$ cat config.mk
export PLATFORM = sky130hd
export DESIGN_NAME = keyed_ema_level_tracker_unit_flat
export DESIGN_NICKNAME = d
export VERILOG_FILES = /design/src/ket_pkg.sv /design/src/ket_req_if.sv /design/src/ket_rsp_if.sv /design/src/ket_cfg_if.sv /design/src/keyed_ema_level_tracker_unit.sv /design/src/ket_ctrl.sv /design/src/ket_dp.sv /design/src/flat_wrapper.sv
export SDC_FILE = /design/constraint.sdc
export NUM_CORES = 2
export LEC_CHECK = 0
export ABC_AREA = 0
export BUFFER_PORTS_ARGS = -buffer_cell sky130_fd_sc_hd__buf_2
export CAP_MARGIN = 10
export CORE_MARGIN = 5
export CORE_UTILIZATION = 30
export CTS_CLUSTER_SIZE = 16
export DETAILED_ROUTE_END_ITERATION = 8
export PLACE_DENSITY = 0.42
export SETUP_SLACK_MARGIN = 0.3
export SLEW_MARGIN = 10
export SYNTH_ARGS = -nofsm -noshare
export SYNTH_HDL_FRONTEND = slang
export SYNTH_SLANG_ARGS = --single-unit
$ cat constraint.sdc
create_clock -name clk -period 11.1 [get_ports clk]
set_input_delay 1.11 -clock clk [delete_from_list [all_inputs] [get_ports clk]]
set_output_delay 1.11 -clock clk [all_outputs]
set_load 0.01 [all_outputs]
$ cat src/ket_pkg.sv
// Shared types, constants and helpers for the keyed EMA level tracker.
package ket_pkg;

	localparam int unsigned TOPICS_DEF = 16;

	localparam logic [16:0] ONE_Q16        = 17'd65536;
	localparam logic [16:0] DEFAULT_WEIGHT = 17'd19661;
	localparam logic [16:0] TH_EXPERT      = 17'd9831;
	localparam logic [16:0] TH_ADVANCED    = 17'd22938;
	localparam logic [16:0] TH_INTERMEDIATE = 17'd39322;

	localparam logic CMD_OBSERVE  = 1'b0;
	localparam logic CMD_FEEDBACK = 1'b1;

	localparam logic [1:0] LEN_MAX     = 2'd3;
	localparam logic [1:0] TONE_MAX    = 2'd2;
	localparam logic [1:0] DET_MAX     = 2'd2;
	localparam logic [1:0] LEN_NORMAL  = 2'd2;
	localparam logic [1:0] TONE_NEUTRAL = 2'd1;
	localparam logic [1:0] DET_NEUTRAL = 2'd1;

	typedef enum logic [1:0] {
		STS_OK     = 2'd0,
		STS_REJECT = 2'd1,
		STS_BAD_FB = 2'd2
	} status_t;

	typedef enum logic [2:0] {
		LVL_UNKNOWN      = 3'd0,
		LVL_BEGINNER     = 3'd1,
		LVL_INTERMEDIATE = 3'd2,
		LVL_ADVANCED     = 3'd3,
		LVL_EXPERT       = 3'd4
	} level_t;

	typedef enum logic [2:0] {
		FB_TOO_LONG      = 3'd0,
		FB_TOO_SHORT     = 3'd1,
		FB_TOO_TECHNICAL = 3'd2,
		FB_TOO_SIMPLE    = 3'd3,
		FB_TOO_FORMAL    = 3'd4,
		FB_TOO_DIRECT    = 3'd5
	} fb_kind_t;

	typedef enum logic [2:0] {
		ST_IDLE,
		ST_DECODE,
		ST_SCAN,
		ST_CHECK,
		ST_MUL,
		ST_UPDATE,
		ST_FEED,
		ST_REJECT
	} state_t;

	typedef struct packed {
		logic [63:0] key;
		logic [16:0] ema;
		logic [31:0] samples;
	} entry_t;

	typedef struct packed {
		status_t     status;
		logic [16:0] ema_value;
		level_t      level;
		logic [31:0] sample_count;
		logic        changed;
		logic [1:0]  length_style;
		logic [1:0]  tone_style;
		logic [1:0]  detail_style;
		logic [31:0] adapt_count;
	} rsp_t;

	typedef struct packed {
		logic capture;
		logic rd;
		logic idx_inc;
		logic set_new;
		logic set_hit;
		logic mul;
		logic finish_obs;
		logic finish_fb;
		logic finish_rej;
	} dp_cmd_t;

	typedef struct packed {
		logic is_feedback;
		logic key_zero;
		logic scan_end;
		logic table_full;
		logic key_hit;
		logic out_free;
	} dp_sts_t;

	function automatic level_t classify(input logic [16:0] ema);
		level_t lvl;
		if (ema < TH_EXPERT)
			lvl = LVL_EXPERT;
		else if (ema < TH_ADVANCED)
			lvl = LVL_ADVANCED;
		else if (ema < TH_INTERMEDIATE)
			lvl = LVL_INTERMEDIATE;
		else
			lvl = LVL_BEGINNER;
		return lvl;
	endfunction

endpackage

$ cat src/ket_req_if.sv
// Input word channel: observation or style feedback.
interface ket_req_if;
	logic               valid;
	logic               ready;
	logic               command;
	logic [63:0]        topic_key;
	logic signed [17:0] sample;
	logic [2:0]         feedback_kind;

	modport source (output valid, command, topic_key, sample, feedback_kind, input ready);
	modport sink (input valid, command, topic_key, sample, feedback_kind, output ready);
endinterface

$ cat src/ket_rsp_if.sv
// Result word channel.
interface ket_rsp_if;
	logic        valid;
	logic        ready;
	logic [1:0]  status;
	logic [16:0] ema_value;
	logic [2:0]  level;
	logic [31:0] sample_count;
	logic        changed;
	logic [1:0]  length_style;
	logic [1:0]  tone_style;
	logic [1:0]  detail_style;
	logic [31:0] adapt_count;

	modport source (output valid, status, ema_value, level, sample_count, changed,
		length_style, tone_style, detail_style, adapt_count, input ready);
	modport sink (input valid, status, ema_value, level, sample_count, changed,
		length_style, tone_style, detail_style, adapt_count, output ready);
endinterface

$ cat src/ket_cfg_if.sv
// Configuration write channel for the blend weight.
interface ket_cfg_if;
	logic        valid;
	logic        ready;
	logic [16:0] blend_weight;

	modport source (output valid, blend_weight, input ready);
	modport sink (input valid, blend_weight, output ready);
endinterface

$ cat src/keyed_ema_level_tracker_unit.sv
// Keyed EMA level tracker, top level. One result word per input word. A feedback word
// or an observation with an empty key goes from IDLE through DECODE to FEED or REJECT,
// where its result is registered once the result register is free. An observation
// scans the topic table through the single read port of the table memory, one SCAN
// and one CHECK state per entry examined, then blends in MUL and UPDATE: a key found in
// the table or a new key is blended and stored, and a new key against a full table is
// rejected. The next word is accepted in the cycle after a result is registered, while
// that result may still wait for the sink. The table starts empty after reset and needs
// no clearing pass.
module keyed_ema_level_tracker_unit #(
	parameter int unsigned TOPICS = ket_pkg::TOPICS_DEF
) (
	input logic     clk,
	input logic     arst_n,
	ket_req_if.sink   req,
	ket_rsp_if.source rsp,
	ket_cfg_if.sink   cfg
);

	ket_pkg::dp_cmd_t cmd;
	ket_pkg::dp_sts_t sts;
	logic             req_ready;

	assign req.ready = req_ready;

	ket_ctrl u_ctrl (
		.clk       (clk),
		.arst_n    (arst_n),
		.req_valid (req.valid),
		.req_ready (req_ready),
		.sts       (sts),
		.cmd       (cmd)
	);

	ket_dp #(
		.TOPICS (TOPICS)
	) u_dp (
		.clk           (clk),
		.arst_n        (arst_n),
		.command       (req.command),
		.topic_key     (req.topic_key),
		.sample        (req.sample),
		.feedback_kind (req.feedback_kind),
		.cmd           (cmd),
		.sts           (sts),
		.cfg           (cfg),
		.rsp           (rsp)
	);

endmodule

$ cat src/ket_ctrl.sv
// Sequencer for the tracker: decode, table scan, blend and result hand-off.
module ket_ctrl (
	input  logic             clk,
	input  logic             arst_n,
	input  logic             req_valid,
	output logic             req_ready,
	input  ket_pkg::dp_sts_t sts,
	output ket_pkg::dp_cmd_t cmd
);

	ket_pkg::state_t state_q, state_d;

	always_ff @(posedge clk or negedge arst_n) begin
		if (!arst_n)
			state_q <= ket_pkg::ST_IDLE;
		else
			state_q <= state_d;
	end

	always_comb begin
		state_d = state_q;
		case (state_q)
			ket_pkg::ST_IDLE: begin
				if (req_valid)
					state_d = ket_pkg::ST_DECODE;
			end
			ket_pkg::ST_DECODE: begin
				if (sts.is_feedback)
					state_d = ket_pkg::ST_FEED;
				else if (sts.key_zero)
					state_d = ket_pkg::ST_REJECT;
				else
					state_d = ket_pkg::ST_SCAN;
			end
			ket_pkg::ST_SCAN: begin
				if (!sts.scan_end)
					state_d = ket_pkg::ST_CHECK;
				else if (sts.table_full)
					state_d = ket_pkg::ST_REJECT;
				else
					state_d = ket_pkg::ST_MUL;
			end
			ket_pkg::ST_CHECK: begin
				if (sts.key_hit)
					state_d = ket_pkg::ST_MUL;
				else
					state_d = ket_pkg::ST_SCAN;
			end
			ket_pkg::ST_MUL: state_d = ket_pkg::ST_UPDATE;
			ket_pkg::ST_UPDATE, ket_pkg::ST_FEED, ket_pkg::ST_REJECT: begin
				if (sts.out_free)
					state_d = ket_pkg::ST_IDLE;
			end
			default: state_d = ket_pkg::ST_IDLE;
		endcase
	end

	always_comb begin
		req_ready = 1'b0;
		cmd = '0;
		case (state_q)
			ket_pkg::ST_IDLE: begin
				req_ready = 1'b1;
				cmd.capture = req_valid;
			end
			ket_pkg::ST_DECODE: ;
			ket_pkg::ST_SCAN: begin
				cmd.rd = !sts.scan_end;
				cmd.set_new = sts.scan_end && !sts.table_full;
			end
			ket_pkg::ST_CHECK: begin
				cmd.set_hit = sts.key_hit;
				cmd.idx_inc = !sts.key_hit;
			end
			ket_pkg::ST_MUL: cmd.mul = 1'b1;
			ket_pkg::ST_UPDATE: cmd.finish_obs = sts.out_free;
			ket_pkg::ST_FEED: cmd.finish_fb = sts.out_free;
			ket_pkg::ST_REJECT: cmd.finish_rej = sts.out_free;
			default: ;
		endcase
	end

endmodule

$ cat src/ket_dp.sv
// Datapath: topic table memory, EMA blend, style settings and result register.
module ket_dp #(
	parameter int unsigned TOPICS = ket_pkg::TOPICS_DEF
) (
	input  logic               clk,
	input  logic               arst_n,
	input  logic               command,
	input  logic [63:0]        topic_key,
	input  logic signed [17:0] sample,
	input  logic [2:0]         feedback_kind,
	input  ket_pkg::dp_cmd_t   cmd,
	output ket_pkg::dp_sts_t   sts,
	ket_cfg_if.sink            cfg,
	ket_rsp_if.source          rsp
);

	localparam int unsigned IDX_W = (TOPICS > 1) ? $clog2(TOPICS) : 1;
	localparam int unsigned CNT_W = $clog2(TOPICS + 1);

	ket_pkg::entry_t mem_q [TOPICS];
	ket_pkg::entry_t rd_q;
	ket_pkg::rsp_t   rsp_q, rsp_d;

	logic [16:0]      bw_q;
	logic [CNT_W-1:0] used_q;
	logic [CNT_W-1:0] idx_q;
	logic [IDX_W-1:0] slot_q;
	logic [1:0]       len_q, tone_q, det_q;
	logic [31:0]      adapt_q;
	logic             rsp_valid_q;

	logic        cmd_q;
	logic [63:0] key_q;
	logic [16:0] x_q;
	logic [2:0]  kind_q;
	logic        seed_q;
	logic [16:0] ema_cur_q;
	logic [31:0] cnt_cur_q;
	logic [33:0] prod_a_q, prod_b_q;

	logic [16:0] x_clamped;
	logic [16:0] weight;
	logic [16:0] inv_weight;
	logic [34:0] acc;
	logic [16:0] ema_new;
	logic [31:0] cnt_new;
	logic [1:0]  len_n, tone_n, det_n;
	logic        chg, fb_ok;
	logic        finish_any;

	assign cfg.ready = 1'b1;

	always_comb begin
		if (sample[17])
			x_clamped = '0;
		else if (sample[16:0] > ket_pkg::ONE_Q16)
			x_clamped = ket_pkg::ONE_Q16;
		else
			x_clamped = sample[16:0];
	end

	always_comb begin
		if (bw_q == '0)
			weight = ket_pkg::DEFAULT_WEIGHT;
		else if (bw_q > ket_pkg::ONE_Q16)
			weight = ket_pkg::ONE_Q16;
		else
			weight = bw_q;
	end
	assign inv_weight = ket_pkg::ONE_Q16 - weight;

	assign acc     = {1'b0, prod_a_q} + {1'b0, prod_b_q};
	assign ema_new = seed_q ? x_q : acc[32:16];
	assign cnt_new = (cnt_cur_q == '1) ? cnt_cur_q : cnt_cur_q + 32'd1;

	always_comb begin
		len_n = len_q;
		tone_n = tone_q;
		det_n = det_q;
		chg = 1'b0;
		fb_ok = 1'b1;
		case (ket_pkg::fb_kind_t'(kind_q))
			ket_pkg::FB_TOO_LONG: begin
				if (len_q != 2'd0) begin
					len_n = len_q - 2'd1;
					chg = 1'b1;
				end
			end
			ket_pkg::FB_TOO_SHORT: begin
				if (len_q < ket_pkg::LEN_MAX) begin
					len_n = len_q + 2'd1;
					chg = 1'b1;
				end
			end
			ket_pkg::FB_TOO_TECHNICAL: begin
				if (det_q != 2'd0) begin
					det_n = det_q - 2'd1;
					chg = 1'b1;
				end
			end
			ket_pkg::FB_TOO_SIMPLE: begin
				if (det_q < ket_pkg::DET_MAX) begin
					det_n = det_q + 2'd1;
					chg = 1'b1;
				end
			end
			ket_pkg::FB_TOO_FORMAL: begin
				if (tone_q != 2'd0) begin
					tone_n = tone_q - 2'd1;
					chg = 1'b1;
				end
			end
			ket_pkg::FB_TOO_DIRECT: begin
				if (tone_q < ket_pkg::TONE_MAX) begin
					tone_n = tone_q + 2'd1;
					chg = 1'b1;
				end
			end
			default: fb_ok = 1'b0;
		endcase
	end

	assign finish_any = cmd.finish_obs || cmd.finish_fb || cmd.finish_rej;

	always_comb begin
		rsp_d = '0;
		rsp_d.length_style = len_q;
		rsp_d.tone_style = tone_q;
		rsp_d.detail_style = det_q;
		rsp_d.adapt_count = adapt_q;
		rsp_d.status = ket_pkg::STS_REJECT;
		rsp_d.level = ket_pkg::LVL_UNKNOWN;
		if (cmd.finish_obs) begin
			rsp_d.status = ket_pkg::STS_OK;
			rsp_d.ema_value = ema_new;
			rsp_d.level = ket_pkg::classify(ema_new);
			rsp_d.sample_count = cnt_new;
			rsp_d.adapt_count = adapt_q + 32'd1;
		end else if (cmd.finish_fb) begin
			rsp_d.status = fb_ok ? ket_pkg::STS_OK : ket_pkg::STS_BAD_FB;
			rsp_d.changed = chg;
			rsp_d.length_style = len_n;
			rsp_d.tone_style = tone_n;
			rsp_d.detail_style = det_n;
			rsp_d.adapt_count = adapt_q + {31'd0, fb_ok};
		end
	end

	always_ff @(posedge clk or negedge arst_n) begin
		if (!arst_n) begin
			bw_q <= ket_pkg::DEFAULT_WEIGHT;
			used_q <= '0;
			idx_q <= '0;
			len_q <= ket_pkg::LEN_NORMAL;
			tone_q <= ket_pkg::TONE_NEUTRAL;
			det_q <= ket_pkg::DET_NEUTRAL;
			adapt_q <= '0;
			rsp_valid_q <= 1'b0;
		end else begin
			if (cfg.valid)
				bw_q <= cfg.blend_weight;
			if (cmd.capture)
				idx_q <= '0;
			else if (cmd.idx_inc)
				idx_q <= idx_q + 1'b1;
			if (cmd.finish_obs) begin
				used_q <= used_q + CNT_W'(seed_q);
				adapt_q <= adapt_q + 32'd1;
			end
			if (cmd.finish_fb && fb_ok) begin
				len_q <= len_n;
				tone_q <= tone_n;
				det_q <= det_n;
				adapt_q <= adapt_q + 32'd1;
			end
			if (finish_any)
				rsp_valid_q <= 1'b1;
			else if (rsp.ready)
				rsp_valid_q <= 1'b0;
		end
	end

	always_ff @(posedge clk) begin
		if (cmd.capture) begin
			cmd_q <= command;
			key_q <= topic_key;
			x_q <= x_clamped;
			kind_q <= feedback_kind;
		end
		if (cmd.rd)
			rd_q <= mem_q[idx_q[IDX_W-1:0]];
		if (cmd.set_new) begin
			slot_q <= used_q[IDX_W-1:0];
			seed_q <= 1'b1;
			ema_cur_q <= x_q;
			cnt_cur_q <= '0;
		end else if (cmd.set_hit) begin
			slot_q <= idx_q[IDX_W-1:0];
			seed_q <= 1'b0;
			ema_cur_q <= rd_q.ema;
			cnt_cur_q <= rd_q.samples;
		end
		if (cmd.mul) begin
			prod_a_q <= 34'(inv_weight) * 34'(ema_cur_q);
			prod_b_q <= 34'(weight) * 34'(x_q);
		end
		if (cmd.finish_obs)
			mem_q[slot_q] <= '{key: key_q, ema: ema_new, samples: cnt_new};
		if (finish_any)
			rsp_q <= rsp_d;
	end

	assign sts.is_feedback = (cmd_q == ket_pkg::CMD_FEEDBACK);
	assign sts.key_zero    = (key_q == '0);
	assign sts.scan_end    = (idx_q == used_q);
	assign sts.table_full  = (used_q == CNT_W'(TOPICS));
	assign sts.key_hit     = (rd_q.key == key_q);
	assign sts.out_free    = !rsp_valid_q || rsp.ready;

	assign rsp.valid        = rsp_valid_q;
	assign rsp.status       = rsp_q.status;
	assign rsp.ema_value    = rsp_q.ema_value;
	assign rsp.level        = rsp_q.level;
	assign rsp.sample_count = rsp_q.sample_count;
	assign rsp.changed      = rsp_q.changed;
	assign rsp.length_style = rsp_q.length_style;
	assign rsp.tone_style   = rsp_q.tone_style;
	assign rsp.detail_style = rsp_q.detail_style;
	assign rsp.adapt_count  = rsp_q.adapt_count;

	a_used_range: assert property (@(posedge clk) disable iff (!arst_n)
		used_q <= CNT_W'(TOPICS))
		else $error("topic count beyond table size");

	a_no_overwrite: assert property (@(posedge clk) disable iff (!arst_n)
		finish_any |-> (!rsp_valid_q || rsp.ready))
		else $error("result word overwritten before it was taken");

	a_new_entry: assert property (@(posedge clk) disable iff (!arst_n)
		(cmd.finish_obs && seed_q) |=> (used_q == CNT_W'($past(used_q) + 1'b1)))
		else $error("new topic did not advance the fill count");

	a_style_range: assert property (@(posedge clk) disable iff (!arst_n)
		(tone_q <= ket_pkg::TONE_MAX) && (det_q <= ket_pkg::DET_MAX))
		else $error("style setting out of range");

endmodule
$ cat src/flat_wrapper.sv
// flat-port wrapper written by rule: the top's interface ports become plain ports
module keyed_ema_level_tracker_unit_flat 
#(
	parameter int unsigned TOPICS = ket_pkg::TOPICS_DEF
)
  (clk, arst_n, req_valid, req_command, req_topic_key, req_sample, req_feedback_kind, req_ready, rsp_valid, rsp_status, rsp_ema_value, rsp_level, rsp_sample_count, rsp_changed, rsp_length_style, rsp_tone_style, rsp_detail_style, rsp_adapt_count, rsp_ready, cfg_valid, cfg_blend_weight, cfg_ready);
  ket_req_if req_i ();
  ket_rsp_if rsp_i ();
  ket_cfg_if cfg_i ();
  input logic clk;
  input logic arst_n;
  input wire logic [$bits(req_i.valid)-1:0] req_valid;
  input wire logic [$bits(req_i.command)-1:0] req_command;
  input wire logic [$bits(req_i.topic_key)-1:0] req_topic_key;
  input wire logic [$bits(req_i.sample)-1:0] req_sample;
  input wire logic [$bits(req_i.feedback_kind)-1:0] req_feedback_kind;
  output wire logic [$bits(req_i.ready)-1:0] req_ready;
  output wire logic [$bits(rsp_i.valid)-1:0] rsp_valid;
  output wire logic [$bits(rsp_i.status)-1:0] rsp_status;
  output wire logic [$bits(rsp_i.ema_value)-1:0] rsp_ema_value;
  output wire logic [$bits(rsp_i.level)-1:0] rsp_level;
  output wire logic [$bits(rsp_i.sample_count)-1:0] rsp_sample_count;
  output wire logic [$bits(rsp_i.changed)-1:0] rsp_changed;
  output wire logic [$bits(rsp_i.length_style)-1:0] rsp_length_style;
  output wire logic [$bits(rsp_i.tone_style)-1:0] rsp_tone_style;
  output wire logic [$bits(rsp_i.detail_style)-1:0] rsp_detail_style;
  output wire logic [$bits(rsp_i.adapt_count)-1:0] rsp_adapt_count;
  input wire logic [$bits(rsp_i.ready)-1:0] rsp_ready;
  input wire logic [$bits(cfg_i.valid)-1:0] cfg_valid;
  input wire logic [$bits(cfg_i.blend_weight)-1:0] cfg_blend_weight;
  output wire logic [$bits(cfg_i.ready)-1:0] cfg_ready;
  assign req_i.valid = req_valid;
  assign req_i.command = req_command;
  assign req_i.topic_key = req_topic_key;
  assign req_i.sample = req_sample;
  assign req_i.feedback_kind = req_feedback_kind;
  assign req_ready = req_i.ready;
  assign rsp_valid = rsp_i.valid;
  assign rsp_status = rsp_i.status;
  assign rsp_ema_value = rsp_i.ema_value;
  assign rsp_level = rsp_i.level;
  assign rsp_sample_count = rsp_i.sample_count;
  assign rsp_changed = rsp_i.changed;
  assign rsp_length_style = rsp_i.length_style;
  assign rsp_tone_style = rsp_i.tone_style;
  assign rsp_detail_style = rsp_i.detail_style;
  assign rsp_adapt_count = rsp_i.adapt_count;
  assign rsp_i.ready = rsp_ready;
  assign cfg_i.valid = cfg_valid;
  assign cfg_i.blend_weight = cfg_blend_weight;
  assign cfg_ready = cfg_i.ready;
  keyed_ema_level_tracker_unit #(.TOPICS(TOPICS)) u_core (.clk(clk), .arst_n(arst_n), .req(req_i), .rsp(rsp_i), .cfg(cfg_i));
endmodule
==> tab_implementation.tex <==
\begin{tabular}{lr}
\hline
Metric & Value \\
\hline
\multicolumn{2}{l}{\textbf{Critical path}} \\
Crit-path max FO & 31 \\
WS Path Type & reg -> reg \\
Start of the worst register-to-register path & u\_core.u\_dp.bw\_q[1] \\
Worst R2R End & u\_core.u\_dp.prod\_a\_q[32] \\
Launch point of the worst path & u\_core.u\_dp.bw\_q[1] \\
Critical path capture point type & flip-flop \\
Endpoint arrival time on the critical path & 10.27 ns \\
Minimum setup slack among reg-to-reg paths & 1.43 ns \\
Worst setup path end & u\_core.u\_dp.prod\_a\_q[32] \\
Depth of the most critical reg-to-reg path & 32 \\
Worst path required time & 11.69 ns \\
Maximum cell stage delay along the critical path & 0.60 ns \\
Critical Path Source Type & flip-flop \\
Library cell appearing most often on the critical path & sky130\_fd\_sc\_hd\_\_fa\_1 \\
Cell with the largest stage delay on the worst path & sky130\_fd\_sc\_hd\_\_or4\_1 \\
\multicolumn{2}{l}{\textbf{Finish}} \\
Number of fill cells in the layout & 33.9k \\
Final \#Nets & 7391 \\
Area growth from synthesis to final layout & 15.2\% \\
Footprint of the flip-flops and latches & 0.0681 mm\^{}2 \\
Area of the multi-input gates & 0.0357 mm\^{}2 \\
Final Instance Count excl. Fillers & 11.6k \\
Fraction of final layout cells with drive strength greater than 1 & 0.211 \\
\multicolumn{2}{l}{\textbf{Clocking}} \\
Number of H-tree levels & 5 \\
Buffer levels on the longest clock path & 4 \\
Insertion delay of the later-clocked pin in the worst-skew pair & 0.87 ns \\
Clock root buffer master & sky130\_fd\_sc\_hd\_\_clkbuf\_16 \\
Clock sink total & 2288 \\
Clock slew at the register clock pins of the worst setup and hold paths & 0.06 ns \\
CTS buffer count & 273 \\
CTS tree & done \\
Post-CTS Hold Buffers & 0 \\
Post-CTS Resized & 0 \\
Buffers inserted by post-CTS timing repair & 0 \\
\multicolumn{2}{l}{\textbf{Floorplan}} \\
Core Area & 0.355 mm\^{}2 \\
Die outline width & 606 um \\
Overall die height & 606 um \\
Std-Cell Rows & 219 \\
Initial cell density of the core & 0.301 \\
Die footprint & 0.368 mm\^{}2 \\
Boundary pin count & 204 \\
\multicolumn{2}{l}{\textbf{Route}} \\
DRC violation count after routing & 0 \\
Per-cell routed wire length & 26.3 um \\
Antenna Nets Post-Route & 0 \\
First drt pass iteration count & 8 \\
Via count & 55.3k \\
Total Wirelength & 304000 um \\
Via-to-Cell Ratio & 4.79 \\
Detailed Route Iter0 Violations & 3573 \\
\multicolumn{2}{l}{\textbf{Synth}} \\
Main flop type after synthesis & sky130\_fd\_sc\_hd\_\_edfxtp\_1 \\
Synth area leader & sky130\_fd\_sc\_hd\_\_edfxtp\_1 \\
Average footprint of a synthesized cell & 17.2 um\^{}2 \\
Share of synthesized flip-flops with an asynchronous set or reset & 0.0302 \\
Synthesized cell area & 0.107 mm\^{}2 \\
Synthesized netlist cell count & 6216 \\
Warnings, synthesis & 0 \\
Fraction of the yosys area taken by sequential cells & 0.637 \\
Synth top area share & 0.615 \\
Unique masters post-synth & 77 \\
Most used standard cell by instance count after synthesis & sky130\_fd\_sc\_hd\_\_edfxtp\_1 \\
Net count of the mapped netlist & 7023 \\
Number of flops mapped to enable cells by yosys & 2186 \\
Most area-consuming cells after synthesis & sky130\_fd\_sc\_hd\_\_edfxtp\_1 62\%, sky130\_fd\_sc\_hd\_\_mux4\_2 12\%, sky130\_fd\_sc\_hd\_\_fa\_1 8.4\% \\
Number of flip-flops and latches in the synthesized netlist & 2288 \\
Top cells by instance count after synthesis & 2186 x sky130\_fd\_sc\_hd\_\_edfxtp\_1, 585 x sky130\_fd\_sc\_hd\_\_inv\_1, 565 x sky130\_fd\_sc\_hd\_\_mux4\_2, 483 x sky130\_fd\_sc\_hd\_\_nand2\_1, 446 x sky130\_fd\_sc\_hd\_\_fa\_1 \\
\multicolumn{2}{l}{\textbf{GRT}} \\
Pin count of the biggest net entering global routing & 114 \\
Via count of the first global-routing pass & 60.4k \\
Initial antenna violation count & 12 \\
Residual overflow from global routing & 0 \\
Wire length of the first global-routing pass & 442000 um \\
GR Util All Layers & 0.164 \\
\multicolumn{2}{l}{\textbf{Power}} \\
Sw frac & 0.390 \\
Combinational cell fraction of total power & 0.511 \\
Proportion of power drawn by flip-flops and latches & 0.283 \\
Static leakage power & 43.3 nW \\
Total power per unit cell area & 340 mW/mm\^{}2 \\
Worst voltage drop across the vdd grid & 0.000846 V \\
Internal Pwr Total & 25.5 mW \\
Power spent charging and discharging nets & 16.3 mW \\
Portion of total power attributed to the clock network & 0.206 \\
\multicolumn{2}{l}{\textbf{Timing}} \\
Share of the cycle needed by the critical path after routing & 0.872 \\
Number of hold-slack violations in the final timing report & 0 \\
Transition time of the tightest slew-check pin & 1.27 ns \\
Clock tree skew after final layout & 0.0578 ns \\
Final Slew Violations & 0 \\
Max frequency & 103 MHz \\
Unrepaired setup endpoints after global routing & no \\
Total Neg Setup Slack & 0 ns \\
Total setup violations reported at the end of the flow & 0 \\
Post-layout min period & 9.67 ns \\
Max-slew headroom at the worst pin & 0.151 \\
\multicolumn{2}{l}{\textbf{Place}} \\
Final HPWL from detailed placement & 178000 um \\
GP Congestion & 0.801 \\
Post-placement cell count & 11.1k \\
Port bufs & 202 \\
\multicolumn{2}{l}{\textbf{Worst hold path}} \\
Classification of the worst-slack hold path & in -> async \\
\multicolumn{2}{l}{\textbf{Flow run}} \\
Maximum capacitance violations & 0 \\
\multicolumn{2}{l}{\textbf{Run status}} \\
Outcome & finished clean \\
\hline
\end{tabular}
-- power groups by stage --
stage / clock, mW / sequential, mW / combinational, mW
global route: 9.24 / 11.9 / 24.1
global placement: 0 / 12.0 / 21.7
floorplan: 0 / 11.8 / 15.5
finish: 8.61 / 11.8 / 21.4
CTS: 8.90 / 11.8 / 21.9
detailed placement: 0 / 12.0 / 21.7
-- worst max-delay path: cells and delay by family, from the launching register on --
kind / cells / cell delay (ns)
AO/OA/AOI/OAI: 9 / 1.88
AND/OR/NAND/NOR: 9 / 2.40
XOR/XNOR: 2 / 0.64
buffers and inverters: 5 / 0.65
adder cells (fa/ha/maj): 7 / 3.31
flip-flops: 1 / 0.52
-- cells in the final DEF (no fill, tap or decap), drive strengths merged, types with 30 or more instances in the layout --
cell type	netlist	final
edfxtp	2186	2186
a21o	31	31
dfrtp	58	58
inv	585	597
buf	80	377
fa	446	446
nor2	166	166
nor3	41	41
clkbuf	204	354
nand2	485	485
ha	253	253
mux2	37	37
and3	63	63
mux4	565	565
o21ai	53	53
dfxtp	33	33
nand3	54	54
xor2	130	130
nand4	30	30
clkinv	0	104
and2	257	257
mux2i	34	34
a21oi	71	71
xnor2	120	120
nor4	46	46
-- per-stage QoR --
stage                util  setup WS, ns  area, um^2  power [mW]  hold slack [ns]
detailed placement  0.322          1.44      114000        33.7            0.474
global placement    0.322          1.50      114000        33.7            0.461
finish              0.346          1.43      123000        41.8            0.233
global route        0.346         0.809      123000        45.2            0.225
floorplan               -         0.669      107000        27.3            0.456
CTS                 0.346          1.40      123000        42.6            0.175
-- routing by layer --
metal	routed length, um	track usage	part of all wire	vias up
met2	156000	0.290	0.51	992
met4	6500	0.0365	0.021	6
met5	40	0	0.00013	-
met1	132000	0.219	0.44	30100
met3	9640	0.0169	0.032	390
li1	-	-	-	23900
-- how the worst min path moves through the flow --
| stage | endpoint | slack [ns] | cells past startpoint |
|---|---|---|---|
| global placement | u_core.u_dp.cnt_cur_q[18] | 0.46 | 2 |
| detailed placement | u_core.u_dp.cnt_cur_q[18] | 0.47 | 2 |
| finish | u_core.u_ctrl.state_q[0] | 0.23 | 1 |
| CTS | u_core.u_dp.det_q[1] | 0.18 | 1 |
| global route | u_core.u_dp.det_q[1] | 0.22 | 1 |
| floorplan | u_core.u_dp.cnt_cur_q[11] | 0.46 | 2 |
-- sequential cells by signal, summed over array words and instances (netlist names), 3 cells and up --
| register | count |
|---|---|
| u_core.u_dp.rd_q | 113 |
| u_core.u_dp.kind_q | 3 |
| u_core.u_ctrl.state_q | 3 |
| u_core.u_dp.cnt_cur_q | 32 |
| u_core.u_dp.prod_a_q | 33 |
| u_core.u_dp.adapt_q | 32 |
| u_core.u_dp.used_q | 5 |
| u_core.u_dp.prod_b_q | 33 |
| u_core.u_dp.rsp.ema_value | 17 |
| u_core.u_dp.idx_q | 5 |
| u_core.u_dp.slot_q | 4 |
| u_core.u_dp.rsp.adapt_count | 32 |
| u_core.u_dp.bw_q | 17 |
| u_core.u_dp.mem_q | 1808 |
| u_core.u_dp.ema_cur_q | 17 |
| u_core.u_dp.key_q | 64 |
| u_core.u_dp.x_q | 17 |
| u_core.u_dp.rsp.sample_count | 32 |
| u_core.u_dp.rsp.level | 3 |
-- logic make-up after synthesis --
logic type / share of synthesized area
compound gates: 0.0158
other cells: 0.0000351
buf+inv: 0.0308
simple gates: 0.0554
xor+xnor: 0.0208
mux: 0.126
flops: 0.637
fa+ha+maj: 0.113
-- area by class of cell --
class / instances / area share
antenna: 6 / 0.000122
clock buffer: 354 / 0.0594
clock inverter: 134 / 0.0102
inverter: 585 / 0.0179
multi-input combinational: 3059 / 0.290
sequential: 2288 / 0.554
tap: 4751 / 0.0484
timing repair buffer: 377 / 0.0201
Power figures use the tool's default switching activity.
